===== config.mk =====
export PLATFORM = sky130hd
export DESIGN_NAME = mtod_fifo
export DESIGN_NICKNAME = d
export VERILOG_FILES = /design/src/design/mtod_pkg.sv /design/src/design/mtod_fifo.sv
export SDC_FILE = /design/constraint.sdc
export NUM_CORES = 1
export LEC_CHECK = 0
export ABC_AREA = 1
export CAP_MARGIN = 30
export CORE_MARGIN = 5
export CORE_UTILIZATION = 45
export DETAILED_ROUTE_END_ITERATION = 8
export DONT_BUFFER_PORTS = 1
export PLACE_DENSITY = 0.58
export SYNTH_ARGS = -nofsm -noshare
export SYNTH_HDL_FRONTEND = slang
export SYNTH_SLANG_ARGS = --single-unit
export TNS_END_PERCENT = 1

===== constraint.sdc =====
create_clock -name clk -period 6.1 [get_ports clk]
set_input_delay 0.61 -clock clk [delete_from_list [all_inputs] [get_ports clk]]
set_output_delay 0.61 -clock clk [all_outputs]
set_load 0.02 [all_outputs]

===== src/design/mtod_pkg.sv =====
// ----------------------------------------------------------------------------
// mtod_pkg: shared types and constants for the monotonic time-of-day reader
// Register indexes, opcodes, configuration record, queue entry layout and the
// constants of the divide-by-one-million pipeline.
// ----------------------------------------------------------------------------
package mtod_pkg;

  localparam int LOST_TICK_BITS_DEF = 16;

  localparam int SEC_W  = 32;
  localparam int USEC_W = 20;
  localparam int DIFF_W = 31;

  localparam int CFG_IDX_W  = 3;
  localparam int CFG_DATA_W = 32;

  localparam logic [CFG_IDX_W-1:0] CFG_TSC_SHIFT     = 3'd0;
  localparam logic [CFG_IDX_W-1:0] CFG_TSC_STAMP     = 3'd1;
  localparam logic [CFG_IDX_W-1:0] CFG_SCALE_FRAC    = 3'd2;
  localparam logic [CFG_IDX_W-1:0] CFG_SCALE_INT     = 3'd3;
  localparam logic [CFG_IDX_W-1:0] CFG_USEC_PER_TICK = 3'd4;

  localparam logic [USEC_W-1:0] USEC_PER_TICK_RST = 20'd10000;

  localparam int FIFO_DEPTH = 2;

  // one million = 2^6 * 15625, quotient taken one 18-bit digit a step
  localparam int USEC_PER_SEC = 1000000;
  localparam int DIV_SHIFT    = 6;
  localparam int DIGIT_BITS   = 18;
  localparam int REM_BITS     = 14;
  localparam logic [REM_BITS-1:0] DIV_BASE = REM_BITS'(USEC_PER_SEC >> DIV_SHIFT);
  localparam int RECIP_SHIFT  = 45;
  localparam logic [31:0] DIV_RECIP = 32'((64'd1 << RECIP_SHIFT) / DIV_BASE);

  typedef enum logic {
    OP_READ  = 1'b0,
    OP_CLEAR = 1'b1
  } opcode_t;

  typedef struct packed {
    logic [4:0]        tsc_shift;
    logic [31:0]       tsc_stamp;
    logic [31:0]       scale_frac;
    logic [31:0]       scale_int;
    logic [USEC_W-1:0] usec_per_tick;
  } cfg_regs_t;

  typedef struct packed {
    opcode_t           op;
    logic [DIFF_W-1:0] diff;
    logic [SEC_W-1:0]  base_sec;
    logic [USEC_W-1:0] base_usec;
  } entry_hdr_t;

  localparam int HDR_W = $bits(entry_hdr_t);

endpackage


===== src/design/mtod_fifo.sv =====
// ----------------------------------------------------------------------------
// mtod_fifo: short queue between front and back
// Register-based queue; lets the front keep taking beats while the back
// pipeline is held by the result side.
// ----------------------------------------------------------------------------
module mtod_fifo import mtod_pkg::*; #(
  parameter int WIDTH = HDR_W
) (
  input  logic             clk,
  input  logic             rst_n,
  input  logic             push,
  input  logic [WIDTH-1:0] wdata,
  input  logic             pop,
  output logic [WIDTH-1:0] rdata,
  output logic             empty,
  output logic             full
);

  localparam int PTR_W = (FIFO_DEPTH > 1) ? $clog2(FIFO_DEPTH) : 1;
  localparam int CNT_W = $clog2(FIFO_DEPTH + 1);

  logic [WIDTH-1:0] mem [FIFO_DEPTH];
  logic [PTR_W-1:0] wr_ptr_r, wr_ptr_nxt;
  logic [PTR_W-1:0] rd_ptr_r, rd_ptr_nxt;
  logic [CNT_W-1:0] cnt_r, cnt_nxt;

  assign empty = (cnt_r == '0);
  assign full  = (cnt_r == CNT_W'(FIFO_DEPTH));
  assign rdata = mem[rd_ptr_r];

  always_comb begin
    wr_ptr_nxt = wr_ptr_r;
    rd_ptr_nxt = rd_ptr_r;
    cnt_nxt    = cnt_r;
    if (push) begin
      wr_ptr_nxt = (wr_ptr_r == PTR_W'(FIFO_DEPTH - 1)) ? '0 : wr_ptr_r + 1'b1;
    end
    if (pop) begin
      rd_ptr_nxt = (rd_ptr_r == PTR_W'(FIFO_DEPTH - 1)) ? '0 : rd_ptr_r + 1'b1;
    end
    if (push && !pop) begin
      cnt_nxt = cnt_r + 1'b1;
    end else if (pop && !push) begin
      cnt_nxt = cnt_r - 1'b1;
    end
  end

  always_ff @(posedge clk) begin
    if (!rst_n) begin
      wr_ptr_r <= '0;
      rd_ptr_r <= '0;
      cnt_r    <= '0;
    end else begin
      wr_ptr_r <= wr_ptr_nxt;
      rd_ptr_r <= rd_ptr_nxt;
      cnt_r    <= cnt_nxt;
    end
  end

  always_ff @(posedge clk) begin
    if (push) begin
      mem[wr_ptr_r] <= wdata;
    end
  end

endmodule


* Word-level counts from Yosys, hierarchy flattened
Memory sizes are Yosys's and may differ from the RTL's. A register that Yosys moved wholly into a read port is not among the register bits.
Index checks and enable logic that the tools add are counted.
** Word-level totals
- Logic and storage cells :: 23
- Flip-flop bits (word level) :: 4
- Input port bits :: 88
- Output and inout bits :: 86
- Memory bits (writable) :: 168
- Memories :: 1
** Cells by class
- Add/subtract/negate cells :: 4
- Multiplexer cells :: 8
- Equal/unequal tests :: 1
- Reduce and logical (&&, ||, !) cells :: 6
** Memory list
- mem :: depth 2, width 84, read ports 1, clocked after Yosys merged registers in 1, write ports 1, RTL line mtod_fifo.sv:22 : logic [WIDTH-1:0] mem [FIFO_DEPTH];
** Operator list (number)
- 1-bit 2-to-1 mux :: 6
- 2-bit 2-to-1 mux :: 2
- 1-bit adder, second input constant :: 2
- 2-bit by 1-bit adder with 2-bit output, second input constant :: 1
- 2-bit equality test, second input constant :: 1
- 1-bit logical AND :: 2
- 1-bit logical NOT :: 2
- 2-bit logical NOT :: 1
- 2-bit nonzero test :: 1
- 2-bit by 1-bit subtractor with 2-bit output, second input constant :: 1

* Logic depth before layout (Yosys ltp)
- Depth in word-level cells :: 4
- Mapped depth :: 8
- Gate-level depth less buffers :: 8

* Worst setup path after synthesis
No wires, ideal clock.
- Path kind :: input-to-reg
- Start point :: input push
- End point :: memory mem[0][0] in the netlist's numbering (enable)
- Data required time :: 5.571 ns
- Stages on the path :: 2
- Setup time :: 0.529 ns
- Path buffers :: 0
- Setup slack :: 1.402 ns
- Data arrival time :: 4.168 ns
- Cell sequence :: inv_1 > nor2_1
** Between the ends
- Word-level cells in the longest chain between the ends :: 2
** RTL lines
- start, declared :: RTL line mtod_fifo.sv:11 : input logic push,
- 1-bit 2-to-1 mux :: RTL line mtod_fifo.sv:61 : if (push) begin
- 1-bit 2-to-1 mux (not written as such) :: RTL line mtod_fifo.sv:62 : mem[wr_ptr_r] <= wdata;
- end, declared :: RTL line mtod_fifo.sv:22
No other way between the ends.

==> results.ini <==
[sta]
layout_setup_ws_ps = 3000
setup-violations-final = 0
worst_hold_slack_ps = 282
tns_ps = 0
fin_crit_sh_pct = 50.8
rsz0062_at_grt = false
fmax_ghz = 0.323
worst_clock_skew_ps = 6.57
drv_slew = 0
hold_violations = 0
worstMarginPinSlew_ps = 935
period_minus_slack_ps = 3100
max-slew-margin-rel_pct = 37.5

[route]
drt_wl_total_mm = 10.6
wire_per_inst_um = 20.9
ant_nets = 0
drcViolationCount = 0
vias_per_cell = 5.07
detail_route.iter0.violations = 95
vias = 2563
dr.pass1.iters = 4

[floorplanning]
coreArea_um2 = 14400
die_w_um = 130
start_util_pct = 45.5
row_count = 44
io_pins = 174
chipHeight_um = 130
die-area_um2 = 17000

[cts]
tritoncts = built
clock_latency_ps = 420
numCtsBuffers = 17
postCtsSetupBuffers = 0
cts.clk_slew.worst_paths_ps = 60
htreeDepth = 4
cts_sinks = 173
ctsRootBufferMaster = clkbuf_16
cts_hold_buf = 0
cts_buffer_depth = 2
cts-resized-gates = 0

[power]
p_leak_nw = 2.55
p_per_area_nw_per_um2 = 366
irDropWorstVdd_mv = 0.173
pwr-share-seq_pct = 52.5
p_comb_share_pct = 8.1
power_mw = 2.67
intPower_mw = 2.10
p_sw_share_pct = 21.4
p_clk_share_pct = 39.3
switchingPower_uw = 570

[layout]
num-fill-cells = 1135
diodes = 0
finalNetCount = 398
stdcell_count = 506
final_cell_mix = edfxtp_1 (168), mux2_4 (60), mux2_2 (24), clkbuf_16 (17)
drive_gt1_share_pct = 36.6
layout_commonest_cell = edfxtp_1
area_growth_pct = 11.6

[synthesis]
yosysWarningCount = 0
synth-seq-cells = 173
syn_avg_cell_area_um2 = 22.1
synthesis.nets = 385
syn_area_um2 = 6530
netlist_instances = 296
yosysUniqueCellTypes = 14
seq_area_frac_synth_pct = 78.8

[critical_path]
rr_worst_depth = 2
endpoint_kind = output port
critPathArrivalTime_ps = 2490
cp_max_fo = 46
critPathLaunchType = flip-flop
reg2reg_from = wr_ptr_r
worstPathRequired_ps = 5490
worstSetupPathType = reg -> out

[status]
run_status = finished clean

[run]
drv_cap = 0

[placed_design]
dp_worst_setup_slack_ps = 3390
dp.cells = 474
hpwlAfterDp_mm = 7.10
numPortBuffers = 0
place_congestion = 0.710

[global_route]
track_usage_pct = 12.2
top_usage_layer = met2
grt_antenna_before_repair = 0
grt_pass1_wl_mm = 15.0
grt_pass1_vias = 2731
grtUsageMet2_pct = 20.0
grt.overflow.total = 0
gr-usage-met1_pct = 11.9
grt_max_degree = 54
grt_util_met3_pct = 8.94

[hold_path]
min_from = wdata[1]
hp-class = in -> reg
hold_path_depth = 0

==> cell type report <==
| cell class | instances | area (um^2) | area share (%) |
|---|---|---|---|
| clock inverter | 12 | 144 | 1.97 |
| sequential | 173 | 5150 | 70.6 |
| timing repair buffer | 3 | 22.5 | 0.309 |
| clock buffer | 20 | 437 | 5.99 |
| inverter | 8 | 31.3 | 0.429 |
| multi-input combinational | 106 | 1280 | 17.5 |
| tap | 184 | 230 | 3.16 |
==> synthesized netlist by cell type <==
library cell  instances  share of area, %
mux2_4               60                14
buf_2                 2              0.15
nor2_1                9              0.52
a21oi_1               1             0.077
nand4_1               1             0.096
nand3_1               1             0.077
mux2_2               24               4.1
buf_6                 7               1.2
nand2_1               8              0.46
edfxtp_1            168                77
dfxtp_1               5               1.5
inv_1                 8              0.46
o21ai_0               1             0.077
ha_1                  1              0.19
==> logic make-up after synthesis <==
| family | Yosys count | share of synthesized area, % |
|---|---|---|
| flip-flops | 173 | 78.8 |
| buffers and inverters | 17 | 1.82 |
| adder cells (fa/ha/maj) | 1 | 0.192 |
| multiplexers | 84 | 17.9 |
| AND/OR/NAND/NOR | 19 | 1.15 |
| AO/OA/AOI/OAI | 2 | 0.153 |
==> metal layers <==
layer | share of wire, % | vias up
li1 | - | 1174
met1 | 33 | 1261
met2 | 51 | 116
met3 | 14 | 12
met4 | 1.3 | 0
met5 | 0 | -
==> power groups by stage <==
stage	clock, mW	sequential (mW)	combinational, mW
2_1_floorplan	0	1.42	0.204
3_3_place_gp	0	1.42	0.222
3_5_place_dp	0	1.43	0.222
4_1_cts	1.07	1.40	0.222
5_1_grt	1.13	1.41	0.228
6_report	1.05	1.40	0.217
==> final timing paths <==
check / to / slack [ps]
min reg2reg: flip-flop / 500
min: mem[1][1] / 280
max reg2reg: mem[0][81] / 3880
max: rdata[74] / 3000
==> sequential cells by signal, indices dropped and copies added, names as in the netlist, named ones only <==
signal,flops
rd_ptr_r,1
cnt_r,2
mem,168
wr_ptr_r,1
==> stage by stage <==
stage	util, %	cell area [um^2]
floorplan	-	6530
global placement	46.7	6710
detailed placement	46.7	6710
CTS	50.7	7290
global route	50.7	7290
finish	50.7	7290
==> worst max-delay path, stage by stage, from the launching register on <==
cell     delay (ps)
dfxtp_4         780
buf_4           740
mux2_2          480
(Power assumes the default switching activity.)
