===== config.mk =====
export PLATFORM = sky130hd
export DESIGN_NAME = mtod_front
export DESIGN_NICKNAME = d
export VERILOG_FILES = /design/src/design/mtod_pkg.sv /design/src/design/mtod_front.sv
export SDC_FILE = /design/constraint.sdc
export NUM_CORES = 1
export LEC_CHECK = 0
export BUFFER_PORTS_ARGS = -buffer_cell sky130_fd_sc_hd__buf_2
export CAP_MARGIN = 20
export CORE_AREA = 3 3 136 138
export DETAILED_ROUTE_END_ITERATION = 8
export DIE_AREA = 0 0 139 141
export GPL_TIMING_DRIVEN = 1
export MAX_ROUTING_LAYER = met4
export PLACE_DENSITY = 0.6
export REMOVE_ABC_BUFFERS = 1
export SYNTH_ARGS = -nofsm -noshare
export SYNTH_HDL_FRONTEND = slang
export SYNTH_SLANG_ARGS = --single-unit

===== constraint.sdc =====
create_clock -name vclk -period 11.68
set_input_delay 1.168 -clock vclk [all_inputs]
set_output_delay 1.168 -clock vclk [all_outputs]
set_load 0.005 [all_outputs]

===== src/design/mtod_pkg.sv =====
// ----------------------------------------------------------------------------
// mtod_pkg: shared types and constants for the monotonic time-of-day reader
// Register indexes, opcodes, configuration record, queue entry layout and the
// constants of the divide-by-one-million pipeline.
// ----------------------------------------------------------------------------
package mtod_pkg;

  localparam int LOST_TICK_BITS_DEF = 16;

  localparam int SEC_W  = 32;
  localparam int USEC_W = 20;
  localparam int DIFF_W = 31;

  localparam int CFG_IDX_W  = 3;
  localparam int CFG_DATA_W = 32;

  localparam logic [CFG_IDX_W-1:0] CFG_TSC_SHIFT     = 3'd0;
  localparam logic [CFG_IDX_W-1:0] CFG_TSC_STAMP     = 3'd1;
  localparam logic [CFG_IDX_W-1:0] CFG_SCALE_FRAC    = 3'd2;
  localparam logic [CFG_IDX_W-1:0] CFG_SCALE_INT     = 3'd3;
  localparam logic [CFG_IDX_W-1:0] CFG_USEC_PER_TICK = 3'd4;

  localparam logic [USEC_W-1:0] USEC_PER_TICK_RST = 20'd10000;

  localparam int FIFO_DEPTH = 2;

  // one million = 2^6 * 15625, quotient taken one 18-bit digit a step
  localparam int USEC_PER_SEC = 1000000;
  localparam int DIV_SHIFT    = 6;
  localparam int DIGIT_BITS   = 18;
  localparam int REM_BITS     = 14;
  localparam logic [REM_BITS-1:0] DIV_BASE = REM_BITS'(USEC_PER_SEC >> DIV_SHIFT);
  localparam int RECIP_SHIFT  = 45;
  localparam logic [31:0] DIV_RECIP = 32'((64'd1 << RECIP_SHIFT) / DIV_BASE);

  typedef enum logic {
    OP_READ  = 1'b0,
    OP_CLEAR = 1'b1
  } opcode_t;

  typedef struct packed {
    logic [4:0]        tsc_shift;
    logic [31:0]       tsc_stamp;
    logic [31:0]       scale_frac;
    logic [31:0]       scale_int;
    logic [USEC_W-1:0] usec_per_tick;
  } cfg_regs_t;

  typedef struct packed {
    opcode_t           op;
    logic [DIFF_W-1:0] diff;
    logic [SEC_W-1:0]  base_sec;
    logic [USEC_W-1:0] base_usec;
  } entry_hdr_t;

  localparam int HDR_W = $bits(entry_hdr_t);

endpackage


===== src/design/mtod_front.sv =====
// ----------------------------------------------------------------------------
// mtod_front: input side
// Takes an input beat when the queue has room, shifts the cycle counter,
// forms the clamped counter difference and tags the beat as read or clear.
// ----------------------------------------------------------------------------
module mtod_front import mtod_pkg::*; #(
  parameter int LOST_TICK_BITS = LOST_TICK_BITS_DEF
) (
  input  cfg_regs_t                 cfg,
  input  logic                      in_valid,
  output logic                      in_stall,
  input  logic                      in_opcode,
  input  logic [63:0]               in_counter_now,
  input  logic [LOST_TICK_BITS-1:0] in_pend_ticks,
  input  logic [SEC_W-1:0]          in_base_sec,
  input  logic [USEC_W-1:0]         in_base_usec,
  input  logic                      q_full,
  output logic                      q_push,
  output entry_hdr_t                q_hdr,
  output logic [LOST_TICK_BITS-1:0] q_lost
);

  logic [63:0] shifted;
  logic [31:0] delta;

  assign in_stall = q_full;
  assign q_push   = in_valid && !q_full;

  assign shifted = in_counter_now >> cfg.tsc_shift;
  assign delta   = shifted[31:0] - cfg.tsc_stamp;

  always_comb begin
    q_hdr.op        = opcode_t'(in_opcode);
    // negative difference counts as zero
    q_hdr.diff      = delta[31] ? '0 : delta[DIFF_W-1:0];
    q_hdr.base_sec  = in_base_sec;
    q_hdr.base_usec = in_base_usec;
  end

  assign q_lost = in_pend_ticks;

endmodule


# Word level (Yosys, flattened, before mapping)
# Index checks and enable logic that the tools add are counted.
[word_totals]
reg_bits = 0
input_bits = 256
output_inout_bits = 102
wordCells = 5
[classes]
add_sub_neg = 1
shifts = 1
mux = 1
n_reduce_logical = 2
[ops]
columns = ["operator", "n"]
rows = [
  ["$shr 64x5->32", 1],
  ["$sub 32x32->32", 1],
  ["$mux 31", 1],
  ["$logic_and 1x1->1", 1],
  ["$logic_not 1->1", 1],
]

# Depth between registers and ports, before layout
# Gate-level depths: netlist of the first run.
[depth]
depth_word = 3
ltp_mapped = 22

# Worst setup path before layout of the first run
# Ideal clock, no wire load.
[synth_path]
path_kind = "input to output"
startpoint = "input port cfg[117] in the netlist's numbering"
endpoint = "output port q_hdr[76] in the netlist's numbering"
arrival_ps = 5166
required_ps = 10512
setup_slack_ps = 5346
stages = 20
cell_sequence = "buf_6 -> buf_6 -> clkbuf_1 -> buf_2 -> buf_2 -> a211oi_1 -> a21oi_1 -> mux2i_1 -> nand2_1 -> o21ai_0 -> mux2_2 -> ha_1 -> fa_1 -> nor2b_1 -> o31ai_1 -> a21oi_1 -> nor3_1 -> o31ai_1 -> a311oi_1 -> a2111oi_2"
[synth_rtl]
columns = ["item", "line", "text"]
rows = [
  ["start: declaration", "mtod_front.sv:9", "input cfg_regs_t cfg,"],
  ["end: declaration", "mtod_front.sv:19", "output entry_hdr_t q_hdr,"],
]

==> qor.txt, run 1 <==
outcome - complete, no violations
Vias - 5792
num rows - 48
Buffers on Ports - 135
Tcrit/Tclk final - 0.646
Die W - 139 µm
Core Area - 17300 µm²
Top delay family on crit path - simple AND/OR/NAND/NOR gates
f_max - 133 MHz
yosys warns - 0
mapped cell area - 5630 µm²
worst hold slack - 2340 ps
critical path class - in -> out
gr ovfl total - 0
initial DRC count - 447
height of the die - 141 µm
drt total wl - 24400 µm
startpoint types - input pin
endpoints failing setup - 0
fin. max-slew vios - 0
sequential cells - 0
Residual DRC - 0
min Tclk post-route - 7540 ps
cts hold-fix bufs - 0
P_int - 200 µW
CP endpoint kind - output port
clock network fraction of total power - 0
wire length of the first global-routing pass - 34800 µm
Max FO, Critical Path - 77
Synth-to-Final Area Change - 4.25%
vias per inst - 5.55
Setup TNS - 0 ps
Initial Utilization - 0.325
Antenna Nets Post-Route - 0
number of clock buffers in the layout - 0
DR pass1 iterations - 5
slowest CP cell - xnor2_4
RSZ-0062 raised after global routing - false
hold-critical path depth - 0
DIE AREA - 19600 µm²
crit-path cells - buf_4 -> mux2_2 -> mux4_2 -> nand2_1 -> o21ai_0 -> nand2_1 -> o21ai_0 -> ha_1 -> nand4_1 -> or2_2 -> a2111oi_0 -> nor3_1 -> xnor2_4 -> nor3_1 -> buf_2
initial antenna violation count - 0
placer congestion estimate - 0.943
Post-Synthesis Cells - 804
DP HPWL - 21600 µm
largest net degree at the start of global routing - 78
IO Pins - 358
Worst Min Path Start - in_base_usec[9]
Comb pwr share - 1.000
share of cells above drive strength 1 - 0.253
DR WL/cell - 23.4 µm
Critical Path RT - 10510 ps
sequential area share after synthesis - 0
Hold Crit Endpoint - q_hdr[9]
Static Leak - 2.81 nW
Yosys cell types - 59
Max transition margin - 0.337
Critical path buffers and inverters - 2
Setup Buffers After CTS - 0
actual slew at the worst max-slew pin - 995 ps
Max stage delay on crit path - 830 ps
Critical Path AT - 6380 ps
MaxCap Viol Count - 0
total track usage - 0.239
VDD IR max - 0.0298 mV
pwr/cell area - 81.5 nW/µm²
final hold viol count - 0
final antenna diode count - 0
register area - 0 µm²
Flop pwr share - 0
Net Switching - 278 µW
Crit. Startpoint - cfg[117]
Sw Ratio - 0.581
worst hold path class - in -> out
vias in the first global route - 5191
Resized cells post-CTS - 0
number of nets in the layout - 1116
syn avg cell area - 7.00 µm²
## worst max-delay path by stage
stage	slack [ps]	cells past startpoint	end
detailed placement	4170	15	q_hdr[54]
finish	4140	15	q_hdr[54]
global placement	4230	15	q_hdr[54]
CTS	4160	15	q_hdr[54]
global route	3800	18	q_hdr[54]
floorplan	4780	13	q_hdr[72]
## cell usage in the layout, fill, tap and decap left out, drive strengths merged, types with 2 or more instances in the layout
cell type and instances:
buf 140, nand2 104, nor2 70, mux2i 65
a21oi 65, o21ai 60, inv 45, ha 39
mux2 29, mux4 28, nor3 18, o211ai 15
a211oi 14, nand4 14, nor2b 13, a21o 12
xnor2 11, xor2 8, nand3 7, o21a 6
o21bai 5, a31oi 5, and3 4, nand2b 4
nor4 4, a21boi 3, o211a 3, a2111oi 3
nor3b 3, and2 2, o31ai 2, and3b 2
## routing by layer
| layer | wire (µm) | vias up | track usage |
|---|---|---|---|
| li1 | - | 2844 | - |
| met1 | 8740 | 2607 | 0.254 |
| met2 | 12400 | 321 | 0.436 |
| met3 | 2700 | 20 | 0.0862 |
| met4 | 499 | 0 | 0.0330 |
| met5 | 0 | - | - |
## cells in the mapped netlist (13+ instances only)
library cell / count / area (µm²)
a211oi_1: 14 / 105
a21oi_1: 65 / 325
buf_4: 70 / 526
clkbuf_1: 36 / 135
ha_1: 39 / 488
inv_1: 45 / 169
mux2_2: 26 / 293
mux2i_1: 65 / 651
mux4_2: 28 / 631
nand2_1: 104 / 390
nand4_1: 14 / 87.6
nor2_1: 70 / 263
nor2b_1: 13 / 81.3
nor3_1: 18 / 90.1
o211ai_1: 15 / 113
o21ai_0: 59 / 295
## metrics by stage
| stage | area (µm²) | std cells | total power, mW | utilization | setup WS (ps) |
|---|---|---|---|---|---|
| final | 5870 | 1043 | 0.478 | 0.339 | 4140 |
| after global routing | 5870 | 1043 | 0.532 | 0.339 | 3800 |
| after CTS | 5870 | 1043 | 0.476 | 0.339 | 4160 |
| after detailed placement | 5870 | 1043 | 0.475 | 0.339 | 4170 |
| after global placement | 5870 | 1043 | 0.472 | 0.339 | 4230 |
| after floorplan | 4860 | 678 | 0.303 | - | 4780 |
## power groups by stage
stage	logic [mW]	clock network (mW)	registers, mW
finish	0.478	0	0
global route	0.532	0	0
CTS	0.476	0	0
detailed placement	0.475	0	0
global placement	0.472	0	0
floorplan	0.303	0	0
## layout make-up
type | instances | area, µm²
inverter | 46 | 173
fill | 1958 | 11400
tap | 225 | 282
multi-input combinational | 632 | 4700
timing repair buffer | 140 | 716
## logic make-up (layout without fill, tap and decap cells)
kind of cell	after synthesis	in the layout	share of synthesized area
and+or+nand+nor	249	249	0.202
AOI/OAI and AO/OA	202	202	0.221
buffers and inverters	172	186	0.167
muxes	122	122	0.287
adders and majority gates	40	40	0.0903
xor gates and xnor gates	19	19	0.0322
(Power assumes the default switching activity.)
==> run 2: changes to the inputs <==
CORE_AREA = 3 3 137 139   (was 3 3 136 138)
DIE_AREA = 0 0 140 142   (was 0 0 139 141)
PLACE_DENSITY = 0.59   (was 0.6)
clock period = 7.7 ns   (was 11.68 ns; I/O delays follow)
==> qor.txt, run 2 (same netlist as run 1, synthesis figures left out) <==
critical path class - in -> out (unchanged)
initial DRC count - 423 (was 447)
vias per inst - 5.47 (was 5.55)
actual slew at the worst max-slew pin - 815 ps (was 995 ps)
Sw Ratio - 0.578 (was 0.581)
Residual DRC - 0 (unchanged)
Vias - 5741 (was 5792)
register area - 0 µm² (unchanged)
min Tclk post-route - 6610 ps
gr busiest metal - met2 (unchanged)
final antenna diode count - 0 (unchanged)
Resized cells post-CTS - 0 (unchanged)
Initial Utilization - 0.316 (was 0.325)
Net Switching - 419 µW (was 278 µW)
DR pass1 iterations - 5 (unchanged)
DIE AREA - 19900 µm² (was 19600 µm²)
initial antenna violation count - 0 (unchanged)
Synth-to-Final Area Change - 4.54% (was 4.25%)
largest net degree at the start of global routing - 70 (was 78)
GR Util met3 - 0.0840 (was 0.0862)
Static Leak - 2.82 nW (was 2.81 nW)
Core Area - 17800 µm² (was 17300 µm²)
startpoint types - input pin (unchanged)
share of cells above drive strength 1 - 0.256 (was 0.253)
number of clock buffers in the layout - 0 (unchanged)
Comb pwr share - 1.000 (about the same)
CP endpoint kind - output port (unchanged)
Setup Buffers After CTS - 0 (unchanged)
fin. max-slew vios - 0 (unchanged)
sequential cells - 0 (unchanged)
most common cell after layout, fill and taps aside - buf_2 (unchanged)
P_int - 305 µW (was 200 µW)
endpoints failing setup - 0 (unchanged)
final hold viol count - 0 (unchanged)
DR WL/cell - 24.3 µm (was 23.4 µm)
Critical Path RT - 6930 ps (was 10510 ps)
placer congestion estimate - 0.967 (was 0.943)
drt total wl - 25500 µm (was 24400 µm)
total track usage - 0.248 (was 0.239)
outcome - complete, no violations (unchanged)
pwr/cell area - 123 nW/µm² (was 81.5 nW/µm²)
num rows - 49 (was 48)
Max transition margin - 0.454 (was 0.337)
Buffers on Ports - 135 (unchanged)
DP HPWL - 22900 µm (was 21600 µm)
number of nets in the layout - 1119 (was 1116)
Antenna Nets Post-Route - 0 (unchanged)
VDD IR max - 0.0608 mV (was 0.0298 mV)
Setup TNS - 0 ps (unchanged)
Flop pwr share - 0 (about the same)
clock network fraction of total power - 0 (about the same)
IO Pins - 358 (unchanged)
wire length of the first global-routing pass - 35900 µm (was 34800 µm)
placed cells - 1050 (was 1043)
Tcrit/Tclk final - 0.858
f_max - 151 MHz
worst hold path class - in -> out (unchanged)
vias in the first global route - 5217 (was 5191)
met2 Use GR - 0.410 (was 0.436)
count of non-filler cells in the finished layout - 1050 (was 1043)
Critical Path AT - 5840 ps (was 6380 ps)
height of the die - 142 µm (was 141 µm)
met1 Use GR - 0.260 (was 0.254)
RSZ-0062 raised after global routing - false (unchanged)
Max FO, Critical Path - 55 (was 77)
cts hold-fix bufs - 0 (unchanged)
Die W - 140 µm (was 139 µm)
most frequent cells in the layout - buf_2, nand2_1, nor2_1 (unchanged)
MaxCap Viol Count - 0 (unchanged)
gr ovfl total - 0 (unchanged)
[run 2: final cells by class]
class	instances	area, µm²
timing repair buffer	143	738
multi-input combinational	632	4680
inverter	46	173
tap	229	287
fill	1999	11900
[run 2: worst paths after layout]
kind	start	to	slack [ps]	depth (start not counted)
max	cfg[117]	q_hdr[54]	1090	17
min	in_pend_ticks[14]	q_lost[14]	1540	0
[run 2: metal layers]
metal | share of wire | routed length, µm
met1 | 0.35 | 8940
met2 | 0.46 | 11800
met3 | 0.11 | 2760
met4 | 0.078 | 2000
met5 | 0 | 0
[run 2: power groups by stage]
stage | Clock (mW) | Combinational, mW | Sequential (mW)
after floorplan | 0 | 0.460 | 0
after global placement | 0 | 0.714 | 0
after detailed placement | 0 | 0.718 | 0
after CTS | 0 | 0.720 | 0
after global routing | 0 | 0.801 | 0
final | 0 | 0.724 | 0
[run 2: critical path, cell delays in order]
cell and delay [ps]:
buf_4 540, buf_4 400, mux2i_1 280, a21oi_1 160, mux4_2 500, nor2_1 110, a21oi_1 90, ha_1 390
o211ai_1 100, a21oi_1 220, o21ai_0 260, a2111oi_0 530, nor3_1 150, xnor2_2 690, buf_4 380, nor3_1 90
buf_2 150
[run 2: per-stage QoR]
stage	hold slack (ps)	total power, mW	area, µm²	setup WS, ps	utilization
2_1_floorplan	1540	0.460	4860	1590	-
3_3_place_gp	1540	0.714	5880	1130	0.331
3_5_place_dp	1540	0.718	5880	1140	0.331
4_1_cts	1540	0.720	5880	1130	0.331
5_1_grt	1540	0.801	5880	757	0.331
6_report	1540	0.724	5880	1090	0.331
==> run 3: changes to the inputs <==
clock period = 6.49 ns   (was 7.7 ns; I/O delays follow)
==> qor.txt, run 3 (same netlist as run 1, synthesis figures left out) <==
crit-path cells - buf_4 -> buf_12 -> mux2i_1 -> nor2_1 -> a21oi_1 -> mux2i_1 -> mux2i_1 -> o21ai_0 -> ha_1 -> nand4_1 -> or2_2 -> a2111oi_0 -> nor3_1 -> xnor2_2 -> buf_4 -> nor3_1 -> buf_2 (was buf_4 -> buf_4 -> mux2i_1 -> a21oi_1 -> mux4_2 -> nor2_1 -> a21oi_1 -> ha_1 -> o211ai_1 -> a21oi_1 -> o21ai_0 -> a2111oi_0 -> nor3_1 -> xnor2_2 -> buf_4 -> nor3_1 -> buf_2)
Critical Path AT - 5230 ps (was 5840 ps)
DR pass1 iterations - 4 (was 5)
slowest CP cell - a2111oi_0 (was xnor2_2)
Die W - 140 µm (unchanged)
critical path class - in -> out (unchanged)
sequential cells - 0 (unchanged)
Synth-to-Final Area Change - 5.51% (was 4.54%)
cts hold-fix bufs - 0 (unchanged)
final antenna diode count - 0 (unchanged)
initial antenna violation count - 0 (unchanged)
Setup TNS - 0 ps (unchanged)
Resized cells post-CTS - 0 (unchanged)
actual slew at the worst max-slew pin - 700 ps (was 815 ps)
Vias - 5745 (was 5741)
number of fillers in the final layout - 1983 (was 1999)
outcome - complete, no violations (unchanged)
endpoints failing setup - 0 (unchanged)
worst hold path class - in -> out (unchanged)
Max FO, Critical Path - 44 (was 55)
Util after Layout - 0.334 (was 0.331)
Core Area - 17800 µm² (unchanged)
number of nets in the layout - 1123 (was 1119)
Initial Utilization - 0.316 (unchanged)
wire length of the first global-routing pass - 35300 µm (was 35900 µm)
vias in the first global route - 5259 (was 5217)
gr ovfl total - 0 (unchanged)
initial DRC count - 310 (was 423)
vias per inst - 5.45 (was 5.47)
largest net degree at the start of global routing - 70 (unchanged)
VDD IR max - 0.0926 mV (was 0.0608 mV)
Static Leak - 2.85 nW (was 2.82 nW)
DIE AREA - 19900 µm² (unchanged)
DR WL/cell - 24.1 µm (was 24.3 µm)
height of the die - 142 µm (unchanged)
Residual DRC - 0 (unchanged)
final hold viol count - 0 (unchanged)
Setup Buffers After CTS - 0 (unchanged)
Critical Path RT - 5840 ps (was 6930 ps)
fin. max-slew vios - 0 (unchanged)
drt total wl - 25400 µm (was 25500 µm)
CP endpoint kind - output port (unchanged)
total track usage - 0.245 (was 0.248)
pwr/cell area - 145 nW/µm² (was 123 nW/µm²)
number of clock buffers in the layout - 0 (unchanged)
startpoint types - input pin (unchanged)
Antenna Nets Post-Route - 0 (unchanged)
Tcrit/Tclk final - 0.906
min Tclk post-route - 5880 ps
Max stage delay on crit path - 560 ps (was 690 ps)
register area - 0 µm² (unchanged)
num rows - 49 (unchanged)
RSZ-0062 raised after global routing - false (unchanged)
f_max - 170 MHz
MaxCap Viol Count - 0 (unchanged)
most common cell after layout, fill and taps aside - buf_2 (unchanged)
placer congestion estimate - 0.986 (was 0.967)
most frequent cells in the layout - buf_2, nand2_1, nor2_1 (unchanged)
Buffers on Ports - 135 (unchanged)
CP most frequent cell - mux2i_1
share of cells above drive strength 1 - 0.259 (was 0.256)
IO Pins - 358 (unchanged)
DP HPWL - 23000 µm (was 22900 µm)
Max transition margin - 0.533 (was 0.454)
run 3: changes by cell type in the layout (fill, tap and decap cells not counted), sizes merged:
cell	previous run	this run
buf	143	147
run 3: path summary, 6_finish.rpt:
check / startpoint / to / slack, ps / cells after the start
min: in_pend_ticks[14] / q_lost[14] / 1300 / 0
max: cfg[117] / q_hdr[54] / 610 / 17
run 3: power breakdown:
part / switching [mW] / internal (mW) / leakage [nW] / total, mW
logic: 0.496 / 0.368 / 2.85 / 0.864
clock network: 0 / 0 / 0 / 0
registers: 0 / 0 / 0 / 0
total: 0.496 / 0.368 / 2.85 / 0.864
run 3: metrics by stage:
| stage | instance area [µm²] | power, mW | hold WS, ps | setup WS [ps] | instances |
|---|---|---|---|---|---|
| final | 5940 | 0.864 | 1300 | 610 | 1054 |
| after global routing | 5940 | 0.954 | 1300 | 243 | 1054 |
| after CTS | 5940 | 0.861 | 1300 | 622 | 1054 |
| after detailed placement | 5940 | 0.859 | 1300 | 636 | 1054 |
| after global placement | 5940 | 0.851 | 1300 | 628 | 1054 |
| after floorplan | 4860 | 0.546 | 1300 | 625 | 678 |
run 3: cell type report:
| type | count | area (µm²) | share of cell area |
|---|---|---|---|
| inverter | 46 | 173 | 0.0291 |
| multi-input combinational | 632 | 4680 | 0.789 |
| tap | 229 | 287 | 0.0483 |
| timing repair buffer | 147 | 793 | 0.134 |
run 3: routing by layer:
metal | track usage | up-vias | wire length, µm
met2 | 0.421 | 272 | 12200
met5 | - | - | 0
met1 | 0.251 | 2578 | 8870
met4 | 0.129 | 0 | 1730
li1 | - | 2859 | -
met3 | 0.0800 | 36 | 2580
run 3: critical path, delay by kind of cell:
| family | cells | cell delay, ps |
|---|---|---|
| AND/OR/NAND/NOR | 5 | 1040 |
| buffers and inverters | 4 | 1190 |
| AO/OA/AOI/OAI | 3 | 970 |
| XOR/XNOR | 1 | 170 |
| adder cells (fa/ha/maj) | 1 | 520 |
| multiplexers | 3 | 680 |
